## config.mk

```make
export PLATFORM = sky130hd
export DESIGN_NAME = status_led_pattern_sequencer_unit
export DESIGN_NICKNAME = d
export VERILOG_FILES = /design/src/hdl/slps_pkg.sv /design/src/hdl/slps_frame.sv /design/src/hdl/status_led_pattern_sequencer_unit.sv
export SDC_FILE = /design/constraint.sdc
export NUM_CORES = 1
export LEC_CHECK = 0
export BUFFER_PORTS_ARGS = -buffer_cell sky130_fd_sc_hd__buf_4
export CAP_MARGIN = 25
export CORE_MARGIN = 2
export CORE_UTILIZATION = 50
export CTS_CLUSTER_SIZE = 20
export DETAILED_ROUTE_END_ITERATION = 6
export HOLD_SLACK_MARGIN = 0.15
export PLACE_DENSITY = 0.75
export REMOVE_ABC_BUFFERS = 1
export SYNTH_ARGS = -nofsm -noshare
export SYNTH_HDL_FRONTEND = slang
export SYNTH_SLANG_ARGS = --single-unit
```

## constraint.sdc

```tcl
create_clock -name clock -period 2.1 [get_ports clock]
set_clock_uncertainty 0.15 [all_clocks]
set_input_delay 0 -clock clock [delete_from_list [all_inputs] [get_ports clock]]
set_output_delay 0 -clock clock [all_outputs]
set_load 0.05 [all_outputs]
```

## src/hdl/slps_pkg.sv

```systemverilog
// ----------------------------------------------------------------------------
// slps_pkg
// shared types and constants for the status lamp pattern sequencer
// ----------------------------------------------------------------------------
`timescale 1ns / 1ps
`default_nettype none

package slps_pkg;

   // slot ring
   localparam int SLOT_COUNT = 16;
   localparam int SLOT_W     = $clog2(SLOT_COUNT);

   // lamps and signals
   localparam int LAMP_COUNT = 4;
   localparam int SIGNAL_W   = 7;

   localparam int LAMP_LOCK      = 0;
   localparam int LAMP_ATTENTION = 1;
   localparam int LAMP_RADIO     = 2;
   localparam int LAMP_WINDOW    = 3;

   localparam int SIG_UNLOCKED       = 0;
   localparam int SIG_FAULT          = 1;
   localparam int SIG_UNCOMMISSIONED = 2;
   localparam int SIG_RANGING        = 3;
   localparam int SIG_SESSION        = 4;
   localparam int SIG_UPDATE_WINDOW  = 5;
   localparam int SIG_PROVISIONING   = 6;

   // blink patterns, msb shown first
   localparam logic [SLOT_COUNT-1:0] PAT_DARK      = 16'h0000;
   localparam logic [SLOT_COUNT-1:0] PAT_LIT       = 16'hFFFF;
   localparam logic [SLOT_COUNT-1:0] PAT_HEARTBEAT = 16'h8000;
   localparam logic [SLOT_COUNT-1:0] PAT_HALF      = 16'hFF00;
   localparam logic [SLOT_COUNT-1:0] PAT_ONE       = 16'hF0F0;
   localparam logic [SLOT_COUNT-1:0] PAT_TWO       = 16'hCCCC;
   localparam logic [SLOT_COUNT-1:0] PAT_FOUR      = 16'hAAAA;

   // request function codes
   localparam logic FUNC_TICK   = 1'b0;
   localparam logic FUNC_SIGNAL = 1'b1;

   // control register map
   localparam int CSR_INDEX_W = 1;
   localparam int CSR_DATA_W  = LAMP_COUNT;
   localparam logic [CSR_INDEX_W-1:0] CSR_HEARTBEAT  = 1'd0;
   localparam logic [CSR_INDEX_W-1:0] CSR_LAMP_READY = 1'd1;

   typedef struct packed {
      logic [SIGNAL_W-1:0]   signals;
      logic [SLOT_W-1:0]     slot;
      logic [LAMP_COUNT-1:0] held;
      logic [LAMP_COUNT-1:0] ready;
      logic                  heartbeat;
   } frame_req_type;

   typedef struct packed {
      logic [LAMP_COUNT-1:0] levels;
      logic [SLOT_W-1:0]     slot;
      logic                  moving;
   } frame_rsp_type;

endpackage

`default_nettype wire

```

## src/hdl/slps_frame.sv

```systemverilog
// ----------------------------------------------------------------------------
// slps_frame
// renders one frame: picks each lamp's pattern and samples the current slot
// ----------------------------------------------------------------------------
`timescale 1ns / 1ps
`default_nettype none

module slps_frame (
   input  slps_pkg::frame_req_type frame_req,
   output slps_pkg::frame_rsp_type frame_rsp
);
   import slps_pkg::*;

   localparam int SLOT_LAST = SLOT_COUNT - 1;

   logic [SLOT_COUNT-1:0] pattern [LAMP_COUNT];
   logic [SLOT_W-1:0]     bit_index;
   logic [LAMP_COUNT-1:0] moving_lamp;
   logic [LAMP_COUNT-1:0] levels;

   // priority pick per lamp
   always_comb begin
      pattern[LAMP_LOCK] = frame_req.signals[SIG_UNLOCKED] ? PAT_LIT :
                           (frame_req.heartbeat ? PAT_HEARTBEAT : PAT_DARK);
      pattern[LAMP_ATTENTION] = frame_req.signals[SIG_FAULT] ? PAT_LIT :
                                (frame_req.signals[SIG_UNCOMMISSIONED] ? PAT_HALF : PAT_DARK);
      pattern[LAMP_RADIO] = frame_req.signals[SIG_RANGING] ? PAT_FOUR :
                            (frame_req.signals[SIG_SESSION] ? PAT_ONE : PAT_DARK);
      pattern[LAMP_WINDOW] = frame_req.signals[SIG_UPDATE_WINDOW] ? PAT_TWO :
                             (frame_req.signals[SIG_PROVISIONING] ? PAT_LIT : PAT_DARK);
   end

   // slot 0 is the msb
   assign bit_index = SLOT_W'(SLOT_LAST) - frame_req.slot;

   always_comb begin
      for (int i = 0; i < LAMP_COUNT; i++) begin
         levels[i]      = frame_req.ready[i] ? pattern[i][bit_index] : frame_req.held[i];
         moving_lamp[i] = (pattern[i] != PAT_DARK) && (pattern[i] != PAT_LIT);
      end
   end

   assign frame_rsp.levels = levels;
   assign frame_rsp.slot   = frame_req.slot;
   assign frame_rsp.moving = |moving_lamp;

endmodule

`default_nettype wire

```

## src/hdl/status_led_pattern_sequencer_unit.sv

```systemverilog
// ----------------------------------------------------------------------------
// status_led_pattern_sequencer_unit
// four-lamp status blink sequencer driven by a mask of active signals
// ----------------------------------------------------------------------------
// A request transaction is either a slot tick or a signal set/clear. Each one
// is captured in an input register, handled there by one level of logic and,
// when it yields a frame, lands in the response register, so a frame passes
// through the input register and then the response register. One request is
// taken every cycle while req_stall is low; the response register with its
// input stage lets the next request in while a finished frame still waits on
// rsp_stall. A tick while the run is stopped and a signal that leaves the mask
// unchanged give no response. The control registers are always ready and
// should be written only while no request is in flight.
// ----------------------------------------------------------------------------
`timescale 1ns / 1ps
`default_nettype none

module status_led_pattern_sequencer_unit (
   input  wire                                clock,
   input  wire                                reset,
   // request channel
   input  wire                                req_valid,
   output logic                               req_stall,
   input  wire                                req_func,
   input  wire  [slps_pkg::SIGNAL_W-1:0]      req_signal_mask,
   input  wire                                req_assert_bits,
   // response channel
   output logic                               rsp_valid,
   input  wire                                rsp_stall,
   output logic [slps_pkg::LAMP_COUNT-1:0]    rsp_lamp_levels,
   output logic [slps_pkg::SLOT_W-1:0]        rsp_slot_shown,
   output logic                               rsp_still_moving,
   // control register write channel
   input  wire                                csr_valid,
   output logic                               csr_ready,
   input  wire  [slps_pkg::CSR_INDEX_W-1:0]   csr_index,
   input  wire  [slps_pkg::CSR_DATA_W-1:0]    csr_data
);
   import slps_pkg::*;

   // control registers
   logic                  heartbeat_ff, heartbeat_in;
   logic [LAMP_COUNT-1:0] lamp_ready_ff, lamp_ready_in;

   // input stage
   logic                  in_valid_ff, in_valid_in;
   logic                  in_func_ff;
   logic [SIGNAL_W-1:0]   in_mask_ff;
   logic                  in_assert_ff;

   // sequencer state
   logic [SIGNAL_W-1:0]   active_ff, active_in;
   logic [SLOT_W-1:0]     phase_ff, phase_in;
   logic                  running_ff, running_in;
   logic [LAMP_COUNT-1:0] held_ff, held_in;

   // response register
   logic                  rsp_valid_ff, rsp_valid_in;
   frame_rsp_type         rsp_data_ff;

   logic                  out_free;
   logic                  fire;
   logic                  is_signal;
   logic [SIGNAL_W-1:0]   after_mask;
   logic                  emit;
   logic                  load;
   frame_req_type         frame_req;
   frame_rsp_type         frame_rsp;

   // handshakes
   assign csr_ready = 1'b1;
   assign out_free  = !rsp_valid_ff || !rsp_stall;
   assign req_stall = in_valid_ff && !out_free;
   assign fire      = in_valid_ff && out_free;

   // request decode
   assign is_signal  = (in_func_ff == FUNC_SIGNAL);
   assign after_mask = in_assert_ff ? (active_ff | in_mask_ff) : (active_ff & ~in_mask_ff);
   // tick renders only while running, signal only when the mask really moves
   assign emit = is_signal ? (after_mask != active_ff) : running_ff;
   assign load = fire && emit;

   // a changed mask restarts at slot 0
   always_comb begin
      frame_req.signals   = is_signal ? after_mask : active_ff;
      frame_req.slot      = is_signal ? '0 : phase_ff;
      frame_req.held      = held_ff;
      frame_req.ready     = lamp_ready_ff;
      frame_req.heartbeat = heartbeat_ff;
   end

   slps_frame u_frame (
      .frame_req (frame_req),
      .frame_rsp (frame_rsp)
   );

   // next state
   always_comb begin
      heartbeat_in  = heartbeat_ff;
      lamp_ready_in = lamp_ready_ff;
      if (csr_valid && csr_ready) begin
         case (csr_index)
            CSR_HEARTBEAT:  heartbeat_in  = csr_data[0];
            CSR_LAMP_READY: lamp_ready_in = csr_data;
            default:        ;
         endcase
      end

      in_valid_in = in_valid_ff;
      if (!req_stall) begin
         in_valid_in = req_valid;
      end

      active_in  = active_ff;
      phase_in   = phase_ff;
      running_in = running_ff;
      held_in    = held_ff;
      if (load) begin
         active_in  = frame_req.signals;
         // slot ring wraps naturally at its width
         phase_in   = frame_rsp.slot + SLOT_W'(1);
         running_in = frame_rsp.moving;
         held_in    = frame_rsp.levels;
      end

      rsp_valid_in = rsp_valid_ff;
      if (load) begin
         rsp_valid_in = 1'b1;
      end else if (!rsp_stall) begin
         rsp_valid_in = 1'b0;
      end
   end

   // control state
   always_ff @(posedge clock) begin
      if (reset) begin
         heartbeat_ff  <= 1'b1;
         lamp_ready_ff <= '1;
         in_valid_ff   <= 1'b0;
         active_ff     <= '0;
         phase_ff      <= '0;
         running_ff    <= 1'b1;
         held_ff       <= '0;
         rsp_valid_ff  <= 1'b0;
      end else begin
         heartbeat_ff  <= heartbeat_in;
         lamp_ready_ff <= lamp_ready_in;
         in_valid_ff   <= in_valid_in;
         active_ff     <= active_in;
         phase_ff      <= phase_in;
         running_ff    <= running_in;
         held_ff       <= held_in;
         rsp_valid_ff  <= rsp_valid_in;
      end
   end

   // payload registers
   always_ff @(posedge clock) begin
      if (!req_stall) begin
         in_func_ff   <= req_func;
         in_mask_ff   <= req_signal_mask;
         in_assert_ff <= req_assert_bits;
      end
      if (load) begin
         rsp_data_ff <= frame_rsp;
      end
   end

   assign rsp_valid        = rsp_valid_ff;
   assign rsp_lamp_levels  = rsp_data_ff.levels;
   assign rsp_slot_shown   = rsp_data_ff.slot;
   assign rsp_still_moving = rsp_data_ff.moving;

   // checks

   // a rendered frame is always offered on the response channel next cycle
   assert property (@(posedge clock) disable iff (reset)
      load |=> rsp_valid)
      else $error("rendered frame not presented");

   // run flag and phase follow the frame just shown
   assert property (@(posedge clock) disable iff (reset)
      load |=> (running_ff == rsp_still_moving) &&
               (phase_ff == rsp_slot_shown + SLOT_W'(1)))
      else $error("sequencer state out of step with frame");

   // lamps that are not ready keep their previous level
   assert property (@(posedge clock) disable iff (reset)
      load |=> (((rsp_lamp_levels ^ $past(held_ff)) & ~$past(lamp_ready_ff)) == '0))
      else $error("unready lamp changed level");

   // requests are held back only when the input stage is occupied
   assert property (@(posedge clock) disable iff (reset)
      req_stall |-> in_valid_ff && rsp_valid_ff)
      else $error("spurious request stall");

endmodule

`default_nettype wire

```

Word-level counts from Yosys, hierarchy flattened --
Cells that the tools add are included.
Storage, ports and cells: register bits 41, output and inout bits 12, input port bits 19, word-level logic and storage cells 71
Operators by class: reductions and logical operators 18, bitwise gates (word level) 4, multiplexer cells 26, equality and inequality tests 6, magnitude comparators 1, add/subtract/negate cells 2
Operators by type and width (count):
- $mux 16 | 8
- $ne 16x16->1 const B | 4
- $reduce_bool 16->1 | 4
- $bmux 1 s4 | 4
- $mux 7 | 2
- $mux 1 | 11
- $and 7x7->7 | 1
- $logic_and 1x1->1 | 7
- $ne 7x7->1 | 1
- $not 7->7 | 1
- $or 7x7->7 | 1
- $lt 4x5->1 const B | 1
- $add 4x1->4 const B | 1
- $mux 4 | 1
- $reduce_and 2->1 | 2
- $reduce_or 4->1 | 1
- $sub 4x4->4 const A | 1
- $logic_not 1->1 | 3
- $ne 2x1->1 const B | 1
- $logic_or 1x1->1 | 1
- $not 1->1 | 1

Longest topological paths before layout --
Gate-level depths: netlist of run 1.
depth after elaboration 9, gate-level depth with buffers 7, depth with buffers taken out 6

Hierarchy --
A second synthesis of run 1 with hierarchy kept.
Unflattened totals: cell total of the unflattened synthesis 184, area, all modules 1979.4 um^2
Modules (own cells, without submodules):
- status_led_pattern_sequencer_unit | cells each 161, times used 1, seq. area each 1001.0 um^2, area an instance 1833.0 um^2
- slps_frame | cells each 23, times used 1, seq. area each 0.0 um^2, area an instance 146.4 um^2

Least setup slack after synthesis of run 1 --
No wires, ideal clock.
path kind register -> register, from register in_mask_ff[4], to register phase_ff[0], slack 0.144 ns, setup time 0.115 ns, clock period less this slack 1.956 ns, stages on the path, launching flop included 8, buffers on the path 1, required time 1.835 ns, data arrival time 1.691 ns, cells stage by stage edfxtp_1 -> a222oi_1 -> nand2b_1 -> a221o_1 -> nand2_2 -> inv_2 -> buf_6 -> o21a_1
Between the ends: word-level cells in the longest chain between the ends 6, elaborated cells between the ends (all ways) 7, classes of those cells 1 x eq/ne; 2 x mux; 3 x bitwise; 1 x reduce/logical
Ends and longest elaborated chain:
- from (decl) | RTL line status_led_pattern_sequencer_unit.sv:48 | logic [SIGNAL_W-1:0] in_mask_ff;
- from (signal assigned) | RTL line status_led_pattern_sequencer_unit.sv:161 | in_mask_ff <= req_signal_mask;
- $not 7->7 | RTL line status_led_pattern_sequencer_unit.sv:78 | assign after_mask = in_assert_ff ? (active_ff | in_mask_ff) : (active_ff & ~in_mask_ff);
- $and 7x7->7 | RTL line status_led_pattern_sequencer_unit.sv:78
- $mux 7 * | RTL line status_led_pattern_sequencer_unit.sv:78
- $ne 7x7->1 * | RTL line status_led_pattern_sequencer_unit.sv:80 | assign emit = is_signal ? (after_mask != active_ff) : running_ff;
- $mux 1 * | RTL line status_led_pattern_sequencer_unit.sv:80
- $logic_and 1x1->1 * | RTL line status_led_pattern_sequencer_unit.sv:81 | assign load = fire && emit;
- via load | RTL line status_led_pattern_sequencer_unit.sv:66 | logic load;
- to (signal assigned) | RTL line status_led_pattern_sequencer_unit.sv:150 | phase_ff <= phase_in;
- to (decl) | RTL line status_led_pattern_sequencer_unit.sv:53 | logic [SLOT_W-1:0] phase_ff, phase_in;
Mark *: on every way through the listed nets, which the timed path passes. The rest lies on a longest branch. A chain may end at the register's enable or synchronous reset.

==> impl_metrics.csv, run 1 <==
group,metric,value,unit
run_status,status,"complete, no violations",
clocking,cts_tree,"done",
layout,fin_nets,269,
global_routing,grt_overflow,0,
power_and_ir_drop,comb_power_share,20.4,%
synthesis,synth_warnings,0,
global_routing,grt_antenna_before_repair,0,
layout,final_area,2570,µm²
power_and_ir_drop,p_seq_share,52.4,%
sta,fin_crit_sh,97.9,%
clocking,cts_num_sinks,41,
critical_path,worstPathRequired,2.14,ns
detailed_routing,num_vias,1749,
critical_path,criticalPathCategory,"reg -> reg",
sta,rsz0062_at_grt,"yes",
sta,fmax,487,MHz
power_and_ir_drop,switching_share,28.3,%
synthesis,yosysTopAreaCell,"edfxtp_1",
layout,areaGrowthSynthToFinish,34.9,%
sta,hold_viol,0,
power_and_ir_drop,intPower,0.00127,W
critical_path,cp_max_fo,12,
synthesis,synth_ff_type,"dfxtp_1",
power_and_ir_drop,clock_power_share,27.2,%
place,portBuffers,29,
synthesis,yosysTopAreaCellShare,28.3,%
job,maxCapViolations,0,
power_and_ir_drop,ir_drop,0.446,mV
synthesis,synth.cell_area,1910,µm²
synthesis,synthTopCellsByArea,"edfxtp_1, dfxtp_1, a211oi_2, a21oi_1, nand3_1",
floorplan,num_rows,22,
sta,fin_crit,2.06,ns
clocking,clock_path_buffers,2,
sta,maxSlewViolCount,0,
critical_path,arrival,2.09,ns
sta,layout_setup_ws,0.0450,ns
power_and_ir_drop,powerDensity,691,nW/µm²
detailed_routing,routed_wl,5050,µm
detailed_routing,via_per_inst,5.89,
place,dp_hpwl,3000,µm
detailed_routing,ant_nets,0,
layout,mostFrequentLayoutCell,"buf_4",
floorplan,die_h,65.8,µm
place,place.gp.congestion,0.921,
layout,final_cell_mix,"buf_4, dlygate4sd3_1, dfxtp_1",
floorplan,dieWidth,65.8,µm
floorplan,die_area,4330,µm²
power_and_ir_drop,power_leakage,1.03,nW
power_and_ir_drop,finalPower,0.00178,W
place,dpl_cell_area,2210,µm²
detailed_routing,drc_errors,0,
global_routing,globalRouteTotalUtil,24.6,%
sta,hold_ws,0.274,ns
clocking,clkLatencyLatePin,0.29,ns
floorplan,initial_core_util,52.1,%
detailed_routing,drtIter0Drc,201,
layout,drive_above_1_share,24.1,%
synthesis,syn_inst,184,
place,dp_slack,0.0577,ns
synthesis,synth-async-reset-ratio,0,%
synthesis,yosysSeqAreaShare,52.5,%
detailed_routing,avgRoutedWirePerCell,17.0,µm
global_routing,grt_pass1_vias,1703,
clocking,htreeDepth,2,
synthesis,ys_seq_elements,41,
sta,setup_violations,0,
synthesis,synth_edf_count,18,
clocking,cts_made_buffers,5,
critical_path,end_kind,"register",
critical_path,crit_path_start_kind,"register",
power_and_ir_drop,p_switching,0.000504,W
detailed_routing,dr.pass1.iters,6,
clocking,clk_pin_slew,0.07,ns
layout,diodes,0,
synthesis,synth.avg_cell_area,10.4,µm²
clocking,cts_root_buffer,"clkbuf_8",
layout,nFillCells,259,
global_routing,grt_max_degree,20,
global_routing,grt_first_pass_wirelength,7900,µm
min_path,hp-class,"in -> reg",
floorplan,io_pins,31,
floorplan,core,3660,µm²
synthesis,synth_cell_type_count,40,
==> critical path, cell delays in order, from the launching register on <==
cell and delay [ns]:
edfxtp_1 0.46, buf_4 0.22, nand2_1 0.10, mux2i_1 0.42
o211ai_1 0.18, o21a_1 0.17, a31o_2 0.26
==> flip-flops by register name (all words and copies together), names as in the netlist, 4 cells and up <==
register	count
phase_ff	4
lamp_ready_ff	4
active_ff	7
rsp_slot_shown	4
rsp_lamp_levels	4
held_ff	4
in_mask_ff	7
==> metrics by stage <==
stage               utilization [%]  TNS (ns)  instances
floorplan                         -     -1.71        175
global placement               60.3         0        261
detailed placement             60.3         0        261
CTS                            69.8         0        295
global route                   70.3  -0.00344        297
finish                         70.3         0        297
==> cells in the mapped netlist, drive strengths merged (2+ instances only) <==
cell type	n
dfxtp	23
a21oi	18
edfxtp	18
nand2	16
nand3	14
nand2b	10
o21ai	9
a211oi	8
clkbuf	6
inv	6
mux2i	6
nor2b	6
a31oi	4
nor2	4
o211ai	4
o21a	4
a22oi	3
buf	3
a21boi	2
a31o	2
o2111ai	2
o211a	2
==> final cells by class <==
class	instances	area (µm²)	share of cell area (%)
sequential	41	1000	38.9
multi-input combinational	127	838	32.6
timing repair buffer	67	571	22.2
clock buffer	6	72.6	2.82
tap	48	60.1	2.33
inverter	7	26.3	1.02
clock inverter	1	5.00	0.194
==> power by group through the flow <==
| stage | Combinational, W | Clock (W) | Sequential [W] |
|---|---|---|---|
| after CTS | 0.000344 | 0.000474 | 0.000930 |
| after global routing | 0.000386 | 0.000520 | 0.000937 |
| final | 0.000362 | 0.000484 | 0.000933 |
| after detailed placement | 0.000302 | 0 | 0.000947 |
| after global placement | 0.000293 | 0 | 0.000945 |
| after floorplan | 0.000151 | 0 | 0.000981 |
==> logic make-up after synthesis <==
kind of cell	Yosys count	synth area share, %
xor+xnor	2	0.918
simple gates	52	13.7
fa+ha+maj	1	0.656
other cells	1	0.197
mux	7	3.74
flops	41	52.5
buf+inv	16	3.80
compound gates	64	24.5
==> path summary, 6_finish.rpt <==
kind	cells after the start	to	slack (ns)	startpoint
setup / recovery	6	held_ff[1]	0.04	in_func_ff
hold / removal	2	in_mask_ff[2]	0.27	req_signal_mask[2]
setup reg to reg	6	held_ff[1]	0.04	in_func_ff
hold reg to reg	2	held_ff[0]	0.35	held_ff[0]
==> layer usage <==
metal	wire, µm	track usage, %	vias to the layer above
li1	-	-	819
met1	1910	28.3	798
met2	2530	44.2	109
met3	419	5.62	23
met4	190	9.11	0
met5	0	0	-
==> timing repair <==
| item | 4_1_cts | 5_1_grt |
|---|---|---|
| gates resized for setup | 0 | 1 |
| hold buffers | 27 | 0 |
| endpoints found under the hold margin | 31 | 0 |
| setup buffers | 0 | 2 |
| endpoints found under the setup margin | 0 | 6 |
(Power assumes the default switching activity.)
==> run 2, diff against run 1 <==
--- a/config.mk
+++ b/config.mk
@@ -16,4 +16,5 @@
 export REMOVE_ABC_BUFFERS = 1
 export SYNTH_ARGS = -nofsm -noshare
 export SYNTH_HDL_FRONTEND = slang
+export SYNTH_HIERARCHICAL = 1
 export SYNTH_SLANG_ARGS = --single-unit
==> run 2 against run 1 <==
  * Largest cell class unchanged
  * Total power up 2.6%
  * Via count down 13%
  * Highest routed layer unchanged
  * Sequential share of layout area down 0.13 points
  * Synthesized cell count unchanged
  * Sequential power down 3.5%
  * Register-to-register slack better by 0.02 ns
==> impl_metrics.csv, run 2 <==
group,metric,value,unit
synthesis,synthSimpleGateAreaFrac,22.5,%
place,portBuffers,29,
layout,final_cell_mix,"buf_4, nand2b_1, dlygate4sd3_1",
global_routing,met2_usage,33.5,%
clocking,cts_made_buffers,5,
layout,multi_input_area,872,µm²
critical_path,crit_path_top_delay_cell,"edfxtp_1",
floorplan,io_pins,31,
synthesis,synth-xor-area-share,0.885,%
global_routing,grt_pass1_vias,1495,
synthesis,synth_top_family_by_area,"simple AND/OR/NAND/NOR gates",
place,dp.cells,254,
synthesis,synth_edf_count,18,
detailed_routing,ant_nets,0,
global_routing,grt_max_degree,39,
synthesis,yosysTopAreaCell,"edfxtp_1",
critical_path,path_cells,"nand2_1 > mux2_2 > or3_1 > a221o_1 > nor2_1 > mux2i_1",
synthesis,yosysTopAreaCellShare,27.3,%
clocking,clk_pin_slew,0.08,ns
floorplan,dieWidth,66.9,µm
critical_path,crit_start,"in_func_ff",
sta,fin_crit,2.04,ns
global_routing,grt_overflow,0,
layout,nFillCells,293,
floorplan,die_h,66.9,µm
detailed_routing,avgRoutedWirePerCell,14.9,µm
sta,rsz0062_at_grt,"no",
synthesis,syn_inst,184,
synthesis,post-synth-top-count-cell,"nand2b_1",
min_path,hp-class,"in -> reg",
sta,relSlewSlack,66.6,%
critical_path,criticalPathCategory,"reg -> reg",
layout,diodes,0,
layout,reg.largest.list,"active_ff (7), in_mask_ff (7)",
critical_path,r2r_start,"in_func_ff",
sta,fin_setup_tns,0,ns
detailed_routing,dr.pass1.iters,4,
synthesis,synth_warnings,6,
layout,fin_nets,257,
job,maxCapViolations,0,
clocking,cts_num_sinks,41,
place,place.gp.congestion,0.865,
clocking,cts_tree,"done",
floorplan,die_area,4480,µm²
layout,mostFrequentLayoutCell,"buf_4",
floorplan,initial_core_util,52.9,%
sta,fin_crit_sh,97.0,%
global_routing,grt_first_pass_wirelength,7160,µm
sta,fmax,491,MHz
sta,hold_viol,0,
global_routing,globalRouteTotalUtil,21.1,%
floorplan,num_rows,22,
min_path,min-delay-start,"req_signal_mask[0]",
floorplan,core,3740,µm²
layout,fin_cells,286,
synthesis,synth-compound-area-share,11.9,%
sta,worst_pin_slew,0.500,ns
layout,areaGrowthSynthToFinish,30.5,%
synthesis,synth_cell_type_count,38,
synthesis,ys_seq_elements,41,
detailed_routing,drc_errors,0,
run_status,status,"complete, no violations",
layout,drive_above_1_share,23.5,%
sta,hold_ws,0.276,ns
clocking,post-cts-setup-buffers,0,
global_routing,use_met3,4.73,%
critical_path,arrival,2.07,ns
place,dp_hpwl,2600,µm
synthesis,synth.avg_cell_area,10.8,µm²
global_routing,grt_busiest_layer,"met2",
synthesis,synthAdderAreaFrac,0.632,%
power_and_ir_drop,ir_drop,0.439,mV
critical_path,crit_path_start_kind,"register",
synthesis,synth_ff_type,"dfxtp_1",
detailed_routing,via_per_inst,5.32,
power_and_ir_drop,power_leakage,1.04,nW
sta,setup_violations,0,
critical_path,end_kind,"register",
synthesis,yosysSeqAreaShare,50.6,%
detailed_routing,drtIter0Drc,128,
synthesis,synth-async-reset-ratio,0,%
critical_path,worstPathRequired,2.14,ns
synthesis,synth.cell_area,1980,µm²
detailed_routing,num_vias,1522,
clocking,cts_root_buffer,"clkbuf_8",
critical_path,max_stage_delay,0.45,ns
synthesis,synth.area.mux_share,7.52,%
global_routing,grt_antenna_before_repair,0,
synthesis,synthTopCellsByArea,"edfxtp_1, dfxtp_1, nand2b_1, mux2_2, mux2i_1",
clocking,clock_path_buffers,2,
sta,maxSlewViolCount,0,
critical_path,cp_max_fo,5,
power_and_ir_drop,powerDensity,707,nW/µm²
detailed_routing,routed_wl,4250,µm
global_routing,grt_use_met1,28.6,%
clocking,clkLatencyLatePin,0.29,ns
synthesis,synthTopCellsByCount,"nand2b_1, dfxtp_1, edfxtp_1, nand2_1, o21ai_1",
layout,regArea,1000,µm²
clocking,htreeDepth,2,
-- run 2: cell types whose count changed in the layout (fill, tap and decap cells not counted), sizes merged, moves of 4 or more --
cell    before  now
a211oi       8    0
mux2         1    7
nand3       14    2
buf         40   35
o21a         4    0
nand2b      10   26
a21oi       18    3
a211o        0    5
or4b         0    7
o21ai        9   13
and3         0    4
nand2       16   11
-- run 2: timing repair --
item                       in CTS  in global routing
hold buffers                   24                  0
resized for setup               0                  2
hold endpoints to repair       32                  0
setup endpoints to repair       0                  3
-- run 2: area by class of cell --
type | instances | area share (%)
multi-input combinational | 122 | 33.8
clock buffer | 7 | 3.34
timing repair buffer | 59 | 19.5
sequential | 41 | 38.8
tap | 48 | 2.33
inverter | 8 | 1.16
clock inverter | 1 | 1.16
-- run 2: critical path: cells and delay by family (launching register included) --
kind | cells | cell delay [ns]
AOI/OAI and AO/OA | 1 | 0.30
DFF | 1 | 0.45
muxes | 2 | 0.41
and+or+nand+nor | 3 | 0.62
-- run 2: worst paths after layout --
| check | to | slack (ns) | depth (start not counted) |
|---|---|---|---|
| worst min-delay path | in_mask_ff[0] | 0.28 | 2 |
| worst max register to register | running_ff | 0.06 | 6 |
| worst max-delay path | running_ff | 0.06 | 6 |
| worst min register to register | held_ff[2] | 0.33 | 2 |
-- run 2: power by group --
part | switching [W] | internal (W) | total [W]
clock | 0.000272 | 0.000388 | 0.000659
combinational | 0.000138 | 0.000128 | 0.000266
sequential | 0.0000273 | 0.000873 | 0.000900
-- run 2: kinds of logic (layout without fill, tap and decap cells) --
| group | Yosys count | after routing |
|---|---|---|
| and+or+nand+nor | 72 | 72 |
| DFF | 41 | 41 |
| AOI/OAI and AO/OA | 32 | 32 |
| buffers and inverters | 21 | 75 |
| muxes | 14 | 14 |
| xor gates and xnor gates | 2 | 2 |
| adders and majority gates | 1 | 1 |
| other | 1 | 1 |
-- run 2: per-layer routing --
metal	vias to the layer above	wire length, µm
met2	36	2110
met5	-	0
met3	8	156
met1	723	1920
met4	0	61
li1	755	-
-- run 2: stage by stage --
step	cell area [µm²]	total power (W)	setup slack (ns)	utilization, %
floorplan	1890	0.00105	0.0633	-
detailed placement	2220	0.00114	0.0976	59.2
global route	2580	0.00189	0.0124	69.0
global placement	2220	0.00113	0.150	59.2
finish	2580	0.00182	0.0627	69.0
CTS	2570	0.00182	0.0829	68.8
